### src/hw/rtl/vnn_pkg.sv
// Package for the 2-D vector normalizer with Newton square root.
// Holds widths, register indexes, reset values and the sequencer state type.
// Used by the channel interfaces and the top level.
package vnn_pkg;

	// Payload widths
	localparam int unsigned COMP_W  = 16;   // Q8.8 input components, Q1.14 outputs
	localparam int unsigned SQ_W    = 32;   // squared length, Q16.16
	localparam int unsigned EST_W   = 24;   // root estimate, Q16.8 (integer part up to 16)
	localparam int unsigned PROD_W  = 2 * EST_W;
	localparam int unsigned STEP_W  = 6;
	localparam int unsigned TOL_W   = 16;
	localparam int unsigned DIV_W   = SQ_W; // dividend and quotient width
	localparam int unsigned DCNT_W  = $clog2(DIV_W);
	localparam int unsigned UNIT_SH = 14;   // Q1.14 scaling shift
	localparam int unsigned UMAG_W  = UNIT_SH + 1;

	// Configuration port
	localparam int unsigned CFG_IDX_W  = 2;
	localparam int unsigned CFG_DATA_W = 16;

	typedef enum logic [CFG_IDX_W-1:0] {
		REG_STEP_LIMIT = 2'd0,
		REG_ERR_TOL    = 2'd1
	} vnn_reg_t;

	localparam logic [STEP_W-1:0] STEP_LIMIT_RST = STEP_W'(40);
	localparam logic [TOL_W-1:0]  ERR_TOL_RST    = TOL_W'(66);

	localparam logic [EST_W-1:0]  SEED_FLOOR = EST_W'(256);
	localparam logic [UMAG_W-1:0] UNIT_ONE   = UMAG_W'(16384);
	localparam logic [COMP_W-1:0] LEN_MAX    = '1;

	// Sequencer states
	typedef enum logic [3:0] {
		ST_IDLE,
		ST_SQX,
		ST_SQY,
		ST_SUM,
		ST_SEED,
		ST_MUL,
		ST_CMP,
		ST_DIV_ROOT,
		ST_UPD,
		ST_DIV_UX,
		ST_DIV_UY,
		ST_FINISH
	} vnn_state_t;

	// Multiplier operand select
	typedef enum logic [1:0] {
		MSEL_X,
		MSEL_Y,
		MSEL_EST
	} vnn_msel_t;

endpackage

### src/hw/rtl/vnn_if.sv
// Valid/ready channel interfaces of the vector normalizer: input vector,
// result and configuration write. Widths come from vnn_pkg.
interface vnn_in_if;
	logic                                   valid;
	logic                                   ready;
	logic signed [vnn_pkg::COMP_W-1:0]      vec_x;
	logic signed [vnn_pkg::COMP_W-1:0]      vec_y;

	modport source (output valid, vec_x, vec_y, input ready);
	modport sink   (input valid, vec_x, vec_y, output ready);
endinterface

interface vnn_out_if;
	logic                                   valid;
	logic                                   ready;
	logic signed [vnn_pkg::COMP_W-1:0]      unit_x;
	logic signed [vnn_pkg::COMP_W-1:0]      unit_y;
	logic        [vnn_pkg::COMP_W-1:0]      length;
	logic                                   zero_vector;

	modport source (output valid, unit_x, unit_y, length, zero_vector, input ready);
	modport sink   (input valid, unit_x, unit_y, length, zero_vector, output ready);
endinterface

interface vnn_cfg_if;
	logic                                   valid;
	logic                                   ready;
	logic [vnn_pkg::CFG_IDX_W-1:0]          index;
	logic [vnn_pkg::CFG_DATA_W-1:0]         data;

	modport source (output valid, index, data, input ready);
	modport sink   (input valid, index, data, output ready);
endinterface

### src/hw/rtl/vector2_normalize_newton_unit.sv
// Vector normalizer: squared length, Newton-Raphson root, two divides.
// Newton steps taken run from 0 up to the step limit; a zero vector skips the root
// and the divides. One item at a time: an item holds the unit until its result is
// loaded into the output register, its time going mostly to the shared divider.
// Async active-low reset clears the sequencer, output valid and the registers
// (step limit 40, error tolerance 66). Depends on vnn_pkg and vnn_if.
module vector2_normalize_newton_unit (
	input  logic       clk,
	input  logic       arst_n,
	vnn_cfg_if.sink    cfg,
	vnn_in_if.sink     vec_in,
	vnn_out_if.source  res_out
);

	vnn_pkg::vnn_state_t state_q, state_d;

	// Configuration registers
	logic [vnn_pkg::STEP_W-1:0] step_limit_q;
	logic [vnn_pkg::TOL_W-1:0]  err_tol_q;

	// Item registers
	logic [vnn_pkg::COMP_W-1:0]   x_mag_q, y_mag_q;
	logic                         x_neg_q, y_neg_q;
	logic [vnn_pkg::SQ_W-1:0]     s_q;
	logic [vnn_pkg::EST_W-1:0]    est_q;
	logic [vnn_pkg::PROD_W-1:0]   prod_q;
	logic [vnn_pkg::STEP_W-1:0]   steps_q;
	logic                         zero_q;
	logic signed [vnn_pkg::COMP_W-1:0] ux_q, uy_q;

	// Divider registers
	logic [vnn_pkg::DIV_W-1:0]    div_num_q;
	logic [vnn_pkg::EST_W-1:0]    div_rem_q;
	logic [vnn_pkg::DCNT_W-1:0]   div_cnt_q;

	// Output register
	logic                                  out_valid_q;
	logic signed [vnn_pkg::COMP_W-1:0]     out_ux_q, out_uy_q;
	logic        [vnn_pkg::COMP_W-1:0]     out_len_q;
	logic                                  out_zero_q;

	// Control from the sequencer
	logic                   in_ready;
	logic                   out_load;
	vnn_pkg::vnn_msel_t     msel;

	// Datapath signals
	logic [vnn_pkg::EST_W-1:0]    mul_a;
	logic [vnn_pkg::PROD_W-1:0]   mul_p;
	logic [vnn_pkg::SQ_W:0]       limit;
	logic                         need_step;
	logic [vnn_pkg::EST_W:0]      rem_sh;
	logic                         rem_ge;
	logic [vnn_pkg::EST_W-1:0]    rem_nx;
	logic [vnn_pkg::DIV_W-1:0]    num_nx;
	logic                         div_last;
	logic [vnn_pkg::EST_W:0]      upd_sum;
	logic [vnn_pkg::EST_W-1:0]    upd_est;
	logic [vnn_pkg::EST_W-1:0]    seed_raw;
	logic [vnn_pkg::UMAG_W-1:0]   unit_mag;
	logic signed [vnn_pkg::COMP_W-1:0] unit_pos, unit_neg;
	logic [vnn_pkg::DIV_W-1:0]    ux_dividend, uy_dividend;
	logic                         in_acc;

	assign in_acc = vec_in.valid && vec_in.ready;

	// Shared multiplier: squares of the components, then estimate squared
	always_comb begin
		case (msel)
			vnn_pkg::MSEL_X:   mul_a = vnn_pkg::EST_W'(x_mag_q);
			vnn_pkg::MSEL_Y:   mul_a = vnn_pkg::EST_W'(y_mag_q);
			vnn_pkg::MSEL_EST: mul_a = est_q;
			default:           mul_a = est_q;
		endcase
	end
	assign mul_p = mul_a * mul_a;

	// Stop test: estimate squared above target plus tolerance, steps left
	assign limit     = {1'b0, s_q} + (vnn_pkg::SQ_W + 1)'(err_tol_q);
	assign need_step = (prod_q > vnn_pkg::PROD_W'(limit)) && (steps_q < step_limit_q);

	// Restoring divider step, one quotient bit per cycle; divisor is the estimate
	assign rem_sh   = {div_rem_q, div_num_q[vnn_pkg::DIV_W-1]};
	assign rem_ge   = rem_sh >= {1'b0, est_q};
	assign rem_nx   = rem_ge ? vnn_pkg::EST_W'(rem_sh - {1'b0, est_q})
	                         : rem_sh[vnn_pkg::EST_W-1:0];
	assign num_nx   = {div_num_q[vnn_pkg::DIV_W-2:0], rem_ge};
	assign div_last = div_cnt_q == vnn_pkg::DCNT_W'(vnn_pkg::DIV_W - 1);

	// Newton update; quotient is below the estimate here, so it fits EST_W
	assign upd_sum = {1'b0, est_q} + {1'b0, num_nx[vnn_pkg::EST_W-1:0]};
	assign upd_est = (upd_sum[vnn_pkg::EST_W:1] == '0) ? vnn_pkg::EST_W'(1)
	                                                   : upd_sum[vnn_pkg::EST_W:1];

	// Seed is max(S >> 8, 1.0)
	assign seed_raw = s_q[vnn_pkg::SQ_W-1:8];

	// Unit component: clamp quotient to 1.0, then apply sign
	assign unit_mag = (num_nx > vnn_pkg::DIV_W'(vnn_pkg::UNIT_ONE)) ? vnn_pkg::UNIT_ONE
	                : num_nx[vnn_pkg::UMAG_W-1:0];
	assign unit_pos = vnn_pkg::COMP_W'(unit_mag);
	assign unit_neg = -unit_pos;

	assign ux_dividend = vnn_pkg::DIV_W'(x_mag_q) << vnn_pkg::UNIT_SH;
	assign uy_dividend = vnn_pkg::DIV_W'(y_mag_q) << vnn_pkg::UNIT_SH;

	// Sequencer next state
	always_comb begin
		state_d = state_q;
		case (state_q)
			vnn_pkg::ST_IDLE:     if (in_acc) state_d = vnn_pkg::ST_SQX;
			vnn_pkg::ST_SQX:      state_d = vnn_pkg::ST_SQY;
			vnn_pkg::ST_SQY:      state_d = vnn_pkg::ST_SUM;
			vnn_pkg::ST_SUM:      state_d = vnn_pkg::ST_SEED;
			vnn_pkg::ST_SEED:     state_d = zero_q ? vnn_pkg::ST_FINISH : vnn_pkg::ST_MUL;
			vnn_pkg::ST_MUL:      state_d = vnn_pkg::ST_CMP;
			vnn_pkg::ST_CMP:      state_d = need_step ? vnn_pkg::ST_DIV_ROOT
			                                          : vnn_pkg::ST_DIV_UX;
			vnn_pkg::ST_DIV_ROOT: if (div_last) state_d = vnn_pkg::ST_UPD;
			vnn_pkg::ST_UPD:      state_d = vnn_pkg::ST_MUL;
			vnn_pkg::ST_DIV_UX:   if (div_last) state_d = vnn_pkg::ST_DIV_UY;
			vnn_pkg::ST_DIV_UY:   if (div_last) state_d = vnn_pkg::ST_FINISH;
			vnn_pkg::ST_FINISH:   if (out_load) state_d = vnn_pkg::ST_IDLE;
			default:              state_d = vnn_pkg::ST_IDLE;
		endcase
	end

	// Sequencer outputs
	always_comb begin
		in_ready = 1'b0;
		out_load = 1'b0;
		msel     = vnn_pkg::MSEL_EST;
		case (state_q)
			vnn_pkg::ST_IDLE:   in_ready = 1'b1;
			vnn_pkg::ST_SQX:    msel = vnn_pkg::MSEL_X;
			vnn_pkg::ST_SQY:    msel = vnn_pkg::MSEL_Y;
			vnn_pkg::ST_FINISH: out_load = !out_valid_q || res_out.ready;
			default:            msel = vnn_pkg::MSEL_EST;
		endcase
	end

	always_ff @(posedge clk or negedge arst_n) begin
		if (!arst_n) begin
			state_q <= vnn_pkg::ST_IDLE;
		end else begin
			state_q <= state_d;
		end
	end

	// Configuration registers
	always_ff @(posedge clk or negedge arst_n) begin
		if (!arst_n) begin
			step_limit_q <= vnn_pkg::STEP_LIMIT_RST;
			err_tol_q    <= vnn_pkg::ERR_TOL_RST;
		end else if (cfg.valid) begin
			case (cfg.index)
				vnn_pkg::REG_STEP_LIMIT: step_limit_q <= cfg.data[vnn_pkg::STEP_W-1:0];
				vnn_pkg::REG_ERR_TOL:    err_tol_q    <= cfg.data[vnn_pkg::TOL_W-1:0];
				default:                 ;
			endcase
		end
	end

	// Item datapath
	always_ff @(posedge clk) begin
		case (state_q)
			vnn_pkg::ST_IDLE: begin
				if (in_acc) begin
					x_neg_q <= vec_in.vec_x[vnn_pkg::COMP_W-1];
					y_neg_q <= vec_in.vec_y[vnn_pkg::COMP_W-1];
					x_mag_q <= vec_in.vec_x[vnn_pkg::COMP_W-1] ? 16'(-vec_in.vec_x)
					                                           : 16'(vec_in.vec_x);
					y_mag_q <= vec_in.vec_y[vnn_pkg::COMP_W-1] ? 16'(-vec_in.vec_y)
					                                           : 16'(vec_in.vec_y);
				end
			end
			vnn_pkg::ST_SQX: prod_q <= mul_p;
			vnn_pkg::ST_SQY: begin
				s_q    <= prod_q[vnn_pkg::SQ_W-1:0];
				prod_q <= mul_p;
			end
			vnn_pkg::ST_SUM: begin
				s_q    <= s_q + prod_q[vnn_pkg::SQ_W-1:0];
				zero_q <= (s_q == '0) && (prod_q == '0);
			end
			vnn_pkg::ST_SEED: begin
				est_q   <= (seed_raw < vnn_pkg::SEED_FLOOR) ? vnn_pkg::SEED_FLOOR : seed_raw;
				steps_q <= '0;
				ux_q    <= '0;
				uy_q    <= '0;
			end
			vnn_pkg::ST_MUL: prod_q <= mul_p;
			vnn_pkg::ST_CMP: begin
				div_rem_q <= '0;
				div_cnt_q <= '0;
				div_num_q <= need_step ? s_q : ux_dividend;
			end
			vnn_pkg::ST_DIV_ROOT: begin
				div_rem_q <= rem_nx;
				div_num_q <= num_nx;
				div_cnt_q <= div_cnt_q + 1'b1;
				if (div_last) begin
					est_q   <= upd_est;
					steps_q <= steps_q + 1'b1;
				end
			end
			vnn_pkg::ST_DIV_UX: begin
				div_cnt_q <= div_cnt_q + 1'b1;
				if (div_last) begin
					ux_q      <= x_neg_q ? unit_neg : unit_pos;
					div_rem_q <= '0;
					div_num_q <= uy_dividend;
				end else begin
					div_rem_q <= rem_nx;
					div_num_q <= num_nx;
				end
			end
			vnn_pkg::ST_DIV_UY: begin
				div_rem_q <= rem_nx;
				div_num_q <= num_nx;
				div_cnt_q <= div_cnt_q + 1'b1;
				if (div_last) begin
					uy_q <= y_neg_q ? unit_neg : unit_pos;
				end
			end
			default: ;
		endcase
	end

	// Output register: holds a result while the next item is taken
	always_ff @(posedge clk or negedge arst_n) begin
		if (!arst_n) begin
			out_valid_q <= 1'b0;
		end else if (out_load) begin
			out_valid_q <= 1'b1;
		end else if (res_out.ready) begin
			out_valid_q <= 1'b0;
		end
	end

	always_ff @(posedge clk) begin
		if (out_load) begin
			out_zero_q <= zero_q;
			out_ux_q   <= ux_q;
			out_uy_q   <= uy_q;
			if (zero_q) begin
				out_len_q <= '0;
			end else if (est_q > vnn_pkg::EST_W'(vnn_pkg::LEN_MAX)) begin
				out_len_q <= vnn_pkg::LEN_MAX;
			end else begin
				out_len_q <= est_q[vnn_pkg::COMP_W-1:0];
			end
		end
	end

	assign cfg.ready           = 1'b1;
	assign vec_in.ready        = in_ready;
	assign res_out.valid       = out_valid_q;
	assign res_out.unit_x      = out_ux_q;
	assign res_out.unit_y      = out_uy_q;
	assign res_out.length      = out_len_q;
	assign res_out.zero_vector = out_zero_q;

endmodule

### src/flat_wrapper.sv
// flat-port wrapper written by rule: the top's interface ports become plain ports
module vector2_normalize_newton_unit_flat 
  (clk, arst_n, cfg_valid, cfg_index, cfg_data, cfg_ready, vec_in_valid, vec_in_vec_x, vec_in_vec_y, vec_in_ready, res_out_valid, res_out_unit_x, res_out_unit_y, res_out_length, res_out_zero_vector, res_out_ready);
  vnn_cfg_if cfg_i ();
  vnn_in_if vec_in_i ();
  vnn_out_if res_out_i ();
  input  logic clk;
  input  logic arst_n;
  input wire logic [$bits(cfg_i.valid)-1:0] cfg_valid;
  input wire logic [$bits(cfg_i.index)-1:0] cfg_index;
  input wire logic [$bits(cfg_i.data)-1:0] cfg_data;
  output wire logic [$bits(cfg_i.ready)-1:0] cfg_ready;
  input wire logic [$bits(vec_in_i.valid)-1:0] vec_in_valid;
  input wire logic [$bits(vec_in_i.vec_x)-1:0] vec_in_vec_x;
  input wire logic [$bits(vec_in_i.vec_y)-1:0] vec_in_vec_y;
  output wire logic [$bits(vec_in_i.ready)-1:0] vec_in_ready;
  output wire logic [$bits(res_out_i.valid)-1:0] res_out_valid;
  output wire logic [$bits(res_out_i.unit_x)-1:0] res_out_unit_x;
  output wire logic [$bits(res_out_i.unit_y)-1:0] res_out_unit_y;
  output wire logic [$bits(res_out_i.length)-1:0] res_out_length;
  output wire logic [$bits(res_out_i.zero_vector)-1:0] res_out_zero_vector;
  input wire logic [$bits(res_out_i.ready)-1:0] res_out_ready;
  assign cfg_i.valid = cfg_valid;
  assign cfg_i.index = cfg_index;
  assign cfg_i.data = cfg_data;
  assign cfg_ready = cfg_i.ready;
  assign vec_in_i.valid = vec_in_valid;
  assign vec_in_i.vec_x = vec_in_vec_x;
  assign vec_in_i.vec_y = vec_in_vec_y;
  assign vec_in_ready = vec_in_i.ready;
  assign res_out_valid = res_out_i.valid;
  assign res_out_unit_x = res_out_i.unit_x;
  assign res_out_unit_y = res_out_i.unit_y;
  assign res_out_length = res_out_i.length;
  assign res_out_zero_vector = res_out_i.zero_vector;
  assign res_out_i.ready = res_out_ready;
  vector2_normalize_newton_unit u_core (.clk(clk), .arst_n(arst_n), .cfg(cfg_i), .vec_in(vec_in_i), .res_out(res_out_i));
endmodule
### config.mk
export PLATFORM = sky130hd
export DESIGN_NAME = vector2_normalize_newton_unit_flat
export DESIGN_NICKNAME = d
export VERILOG_FILES = /design/src/hw/rtl/vnn_pkg.sv /design/src/hw/rtl/vnn_if.sv /design/src/hw/rtl/vector2_normalize_newton_unit.sv /design/src/flat_wrapper.sv
export SDC_FILE = /design/constraint.sdc
export NUM_CORES = 2
export LEC_CHECK = 0
export BUFFER_PORTS_ARGS = -buffer_cell sky130_fd_sc_hd__buf_2
export CELL_PAD_IN_SITES_DETAIL_PLACEMENT = 0
export CELL_PAD_IN_SITES_GLOBAL_PLACEMENT = 2
export CORE_ASPECT_RATIO = 0.6
export CORE_MARGIN = 4
export CORE_UTILIZATION = 43
export DETAILED_ROUTE_END_ITERATION = 8
export GPL_TIMING_DRIVEN = 0
export PLACE_DENSITY_LB_ADDON = 0.05
export SLEW_MARGIN = 20
export SYNTH_ARGS = -nofsm -noshare
export SYNTH_HDL_FRONTEND = slang
export SYNTH_SLANG_ARGS = --single-unit
### constraint.sdc
create_clock -name clk -period 11.6 [get_ports clk]
set_input_delay 1.16 -clock clk [delete_from_list [all_inputs] [get_ports clk]]
set_output_delay 1.16 -clock clk [all_outputs]
set_load 0.02 [all_outputs]
Word level (Yosys, flattened, before mapping)
Cells that the tools add are included.

Multiplexer cells: 38. Equal/unequal tests: 19. Multiply operators: 1. Magnitude comparators: 6. Add/sub/neg operators: 9. Reductions and logical operators: 28.

Operators with widths (count): 24-bit two-way mux (5); 24-bit one-hot mux with 2 select lines (2); 32-bit one-hot mux with 3 select lines (1); 16-bit two-way mux (5); 24-bit one-hot mux with 3 select lines (1); 32-bit two-way mux (2); 16-bit one-hot mux with 2 select lines (2); 32-bit one-hot mux with 2 select lines (1); 48-bit by 33-bit greater-than comparator with 1-bit output (1); 48-bit logical NOT (1); 24-bit by 24-bit multiplier with 48-bit output (1); 4-bit one-hot mux with 12 select lines (1); 15-bit two-way mux (3); 32-bit by 16-bit adder with 33-bit output (1); 32-bit adder (1); 32-bit by 15-bit greater-than comparator with 1-bit output, second input constant (1); 32-bit logical NOT (1); 16-bit negator (2); 4-bit two-way mux (7); 24-bit by 24-bit adder with 25-bit output (1); 25-bit by 24-bit greater-or-equal comparator with 1-bit output (1); 24-bit by 16-bit greater-than comparator with 1-bit output, second input constant (1); 24-bit logical NOT (1); 24-bit by 9-bit less-than comparator with 1-bit output, second input constant (1); other kinds (28) (57).

Flip-flop bits (word level): 314. Word-level logic and storage cells: 125. Input bits: 55.

Logic depth before layout (Yosys ltp)
Word-level depth: 7. Gate-level depth with buffers: 36. Mapped depth without buffers: 34.

Worst setup path before layout
No wires, ideal clock.

Path kind: reg2reg. Start: register u_core.state_q[0]. End: register u_core.prod_q[46] in the netlist's numbering (data pin). Stages on the path, launching flop included: 35. Setup time: 0.258 ns. Path slack: 2.626 ns. Arrival time: 8.716 ns. Cells stage by stage: dfrtp_1 > clkbuf_1 > nand2_1 > nor3_1 > clkbuf_1 > nor3_1 > a221oi_2 > clkinv_1 > nand2_1 > inv_1 > fa_1 > inv_1 > fa_1 > inv_1 > fa_1 > inv_1 > fa_1 > inv_1 > fa_1 > fa_1 > inv_1 > fa_1 > inv_1 > ha_1 > and4_1 > a2111oi_0 > o21ai_0 > a21o_1 > o31ai_1 > a211oi_1 > o211ai_1 > a21oi_1 > a211o_1 > a21oi_1 > xnor2_1.

Cells in the longest elaborated chain, start to end: 5.

RTL lines: start: declaration (line vector2_normalize_newton_unit.sv:15) `vnn_pkg::vnn_state_t state_q, state_d;`; start signal: assignment (line vector2_normalize_newton_unit.sv:144) `state_q <= vnn_pkg::ST_IDLE;`; start signal: assignment (line vector2_normalize_newton_unit.sv:146) `state_q <= state_d;`; 4-bit by 2-bit equality test with 1-bit output or 4-bit by 1-bit equality test with 1-bit output (tied branches) (line vector2_normalize_newton_unit.sv:133) `case (state_q)`; 2-bit one-hot mux with 2 select lines (*) (line vector2_normalize_newton_unit.sv:133); 2-bit by 1-bit equality test with 1-bit output or 2-bit logical NOT (tied branches) (line vector2_normalize_newton_unit.sv:69) `case (msel)`; 24-bit one-hot mux with 2 select lines (*) (line vector2_normalize_newton_unit.sv:69); 24-bit by 24-bit multiplier with 48-bit output (*) (line vector2_normalize_newton_unit.sv:76) `assign mul_p = mul_a * mul_a;`; net u_core.mul_p (one bit) (line vector2_normalize_newton_unit.sv:49) `logic [vnn_pkg::PROD_W-1:0] mul_p;`; end signal: assignment (line vector2_normalize_newton_unit.sv:177) `vnn_pkg::ST_SQX: prod_q <= mul_p;`; end signal: assignment (line vector2_normalize_newton_unit.sv:180) `prod_q <= mul_p;`; end signal: assignment (line vector2_normalize_newton_unit.sv:192) `vnn_pkg::ST_MUL: prod_q <= mul_p;`; end: declaration (line vector2_normalize_newton_unit.sv:26) `logic [vnn_pkg::PROD_W-1:0] prod_q;`.

Mark *: on every way through the listed nets, which the timed path passes. The rest lies on a longest branch. A chain may end at the register's enable or synchronous reset.

Worst setup path in the final report
Start: register u_core.state_q[0]. End: register u_core.prod_q[32] in the netlist's numbering (data pin).

The elaborated chain is that of the path after synthesis.

==> results <==
- The flow ran to the end, and the final reports show no timing, DRC or antenna violations.
- The clock arrives with 0.02229 ns of skew.
- For this run, the leading register cell type out of synthesis is edfxtp_1.
- The synthesized instance count is 3586.
- The worst-margin pin slew is 1.166 ns.
- The antenna violation net count after detailed routing is 0.
- The total iterations of the first detailed-routing run is 6.
- The fraction of the core area covered by cells at the end of the flow is 48.02%.
- After global routing the overflow that remains totals 0.
- The I/O pin count is 107.
- Timing would allow up to 0.08996 GHz.
- The number of cells on the worst reg-to-reg path is 35.
- The synthesized flop and latch total is 313.
- The start-to-end type of the worst setup path is reg2reg.
- The max-slew headroom at the worst pin is 22.24%.
- The number of buffers inserted by post-CTS setup repair is 0.
- The area of the die is 0.08647 mm2.
- Dividing the detail-routed via count by the number of cells gives 5.552.
- Of the synthesized area, sequential elements account for 26.39%.
- The clock insertion delay at the later pin of the skew report is 0.61 ns.
- Across the run, the number of max-cap violations was 0.
- The number of pins with negative max-slew slack in the final report is 0.
- The leading cell type in the layout, fill and taps excluded is inv_1.
- Data arrives at the worst endpoint at 11.45 ns.
- The clock slew seen by the registers of the worst setup and hold paths is 0.08 ns.
- Setup repair after global routing left no endpoint under its margin.
- The TritonCTS buffer count is 30.
- The number of nets produced by synthesis is 4384.
- The number of buffers and inverters on the critical path is 11.
- In this run, synthesis inferred 286 flip-flops with an integrated enable.
- The share of Yosys cell area claimed by the top area cell type is 24.85%.
- Counting buffers and inverters, the worst setup path is 35 cells deep.
- Leaving out fill and tap cells, the most frequent cells in the layout are 638 x inv_1, 436 x fa_1, 352 x nand2_1.
- The tree is rooted in a clkbuf_16.
- Entering global routing, the biggest net connects 33 pins.
- The number of violations reported at the end of detailed-routing iteration 0 is 2441.
- The congestion estimate from routability-driven global placement came to 0.9592.
- The number of hold violations in the final report is 0.
- The initial standard-cell utilization of the core is 43.81%.
- TritonCTS built the clock tree.
- The die is 377.0 um wide.
- The number of clock sinks is 313.
- The number of antenna violations at the first check in global routing is 1.
- The final layout contains routed wiring with a total length of 115100 um.
- The setup violation total in the final timing report is 0.
- Each instance of the synthesized netlist takes up on average 9.795 um2.
- The worst path uses 95.83% of the clock period.
- The largest driver fanout on the critical path is 10.
- CTS built an H-tree with a depth of 1.
- For this run, the number of Yosys warnings is 0.
- The wire length of the first global-routing pass is 173100 um.
- The initialized floorplan defines 80 standard-cell rows.
- The worst hold path stage count is 0.
- The area added between synthesis and finish is 9.604%.
- The fraction of final layout cells sized beyond drive strength 1 is 7.209%.
- STA classifies the critical path startpoint as a register.
- The half-perimeter wire length after placement is 95850 um.
- The number of buffers on the longest clock path is 3.
- The share of synthesized flip-flops with an asynchronous set or reset is 8.626%.
- The combined global-route utilization of all metal layers is 26.75%.
- After detailed routing, the average wire length per cell comes to 23.78 um.
- The number of remaining DRC errors is 0.
- Detailed routing inserted a total of 26870 vias.
- The dominant cell type by area after synthesis is fa_1.
- At the worst endpoint, the required time is 11.94 ns.
- The delay of the slowest critical-path stage is 0.67 ns.
- The vertical die dimension is 229.4 um.
- By area the synthesized netlist is led by fa_1 25%, edfxtp_1 24%, ha_1 11%.
- The core area is 0.08018 mm2.
- For this design, the slowest cell found on the critical path is o31ai_1.
- Grouping stages by cell kind, the critical path spends the most delay in adder cells.
- The path class of the lowest-slack min-delay path is reg2reg.
- The most common cell type on the critical path is fa_1.
- The clock period minus worst slack is 11.12 ns.
- The net count of the finished layout is 4547.
- The number of buffers inserted by port buffering is 105.
- The antenna diode count is 0.
- The number of different library cells in the post-synthesis netlist is 85.
- The combined area of all synthesized cells is 0.03512 mm2.
- STA classifies the critical path endpoint as a register.
- The via count of the first global-routing pass is 27110.
## sequential cells by signal, indices dropped and copies added, names as in the netlist, 4 cells and up
signal	flops
u_core.uy_q	16
u_core.div_cnt_q	5
u_core.est_q	24
u_core.state_q	4
u_core.res_out.unit_y	16
u_core.res_out.length	16
u_core.div_rem_q	24
u_core.div_num_q	32
u_core.steps_q	6
u_core.res_out.unit_x	16
u_core.step_limit_q	6
u_core.ux_q	16
u_core.y_mag_q	16
u_core.prod_q	47
u_core.err_tol_q	16
u_core.x_mag_q	16
u_core.s_q	32
## routing by layer
layer  part of all wire (%)  wire length [um]  vias to the layer above  GRT usage, %
li1                       -                 -                    12320             -
met1                     49             56590                    13370         43.00
met2                     39             44680                     1068         36.05
met3                     11             12160                      102         7.547
met4                    1.4              1662                        2         3.492
met5                 0.0052                 6                        -             0
## metrics by stage
stage	setup TNS (ns)	instance area [um2]	hold WS (ns)	std cells	setup slack (ns)
3_5_place_dp	-4.166	37420	0.4045	4784	-0.8694
5_1_grt	0	38500	0.4272	4839	0.05023
3_3_place_gp	-34.27	36980	0.4058	4757	-2.709
2_1_floorplan	0	35120	0.4003	3586	2.626
4_1_cts	0	38450	0.4209	4839	0.03527
6_report	0	38500	0.4197	4839	0.4841
## Yosys cell counts (all sizes together), types with 19 or more instances
library cell / n
o31ai: 19
buf: 20
xor2: 79
nand3: 35
a21o: 56
a21oi: 137
mux2: 20
a22oi: 19
nand4: 27
dfrtp: 23
nor3: 51
clkbuf: 96
and2: 20
nor2: 237
fa: 436
o21a: 21
nand2b: 28
or3: 22
xnor2: 114
nor4: 90
nand2: 353
o21ai: 153
edfxtp: 286
mux2i: 37
a31oi: 29
ha: 307
o21bai: 22
inv: 640
## worst paths after layout
check,from,endpoint,slack (ns)
max,u_core.state_q[0],u_core.prod_q[32],0.48
min,u_core.uy_q[14],u_core.res_out.unit_y[14],0.42
max reg2reg,u_core.state_q[0],u_core.prod_q[32],0.48
min reg2reg,u_core.uy_q[14],u_core.res_out.unit_y[14],0.42
max in group asynchronous,arst_n,u_core.state_q[1],10.58
min in group asynchronous,arst_n,u_core.err_tol_q[12],0.59
## repair_timing
| item | in CTS | in global routing |
|---|---|---|
| setup endpoints to repair | 8 | 7 |
| hold buffers | 0 | 0 |
| endpoints found under the hold margin | 0 | 0 |
| pin swaps | 1 | 0 |
| gates resized for setup | 7 | 17 |
## area by class of cell
class                      count  area [um2]
fill                        7584       41680
multi-input combinational   2504       23160
sequential                   313        9269
inverter                     653        2456
tap                         1066        1334
timing repair buffer         132       829.5
clock buffer                  35       790.8
buffer                       115       447.9
clock inverter                21       214.0
## cells by family (layout without fill, tap and decap cells)
| kind of cell | count (synthesis) | in the layout | share of synthesized area, % |
|---|---|---|---|
| XOR/XNOR | 193 | 193 | 4.812 |
| flip-flops | 313 | 313 | 26.39 |
| AO/OA/AOI/OAI | 574 | 574 | 10.64 |
| other | 1 | 1 | 0.01068 |
| AND/OR/NAND/NOR | 936 | 936 | 12.42 |
| adder cells (fa/ha/maj) | 743 | 743 | 35.79 |
| multiplexers | 57 | 57 | 1.696 |
| buffers and inverters | 769 | 956 | 8.243 |
Power is not shown: default switching activity piles up to over one toggle a cycle in this logic, so the estimate is an artifact.
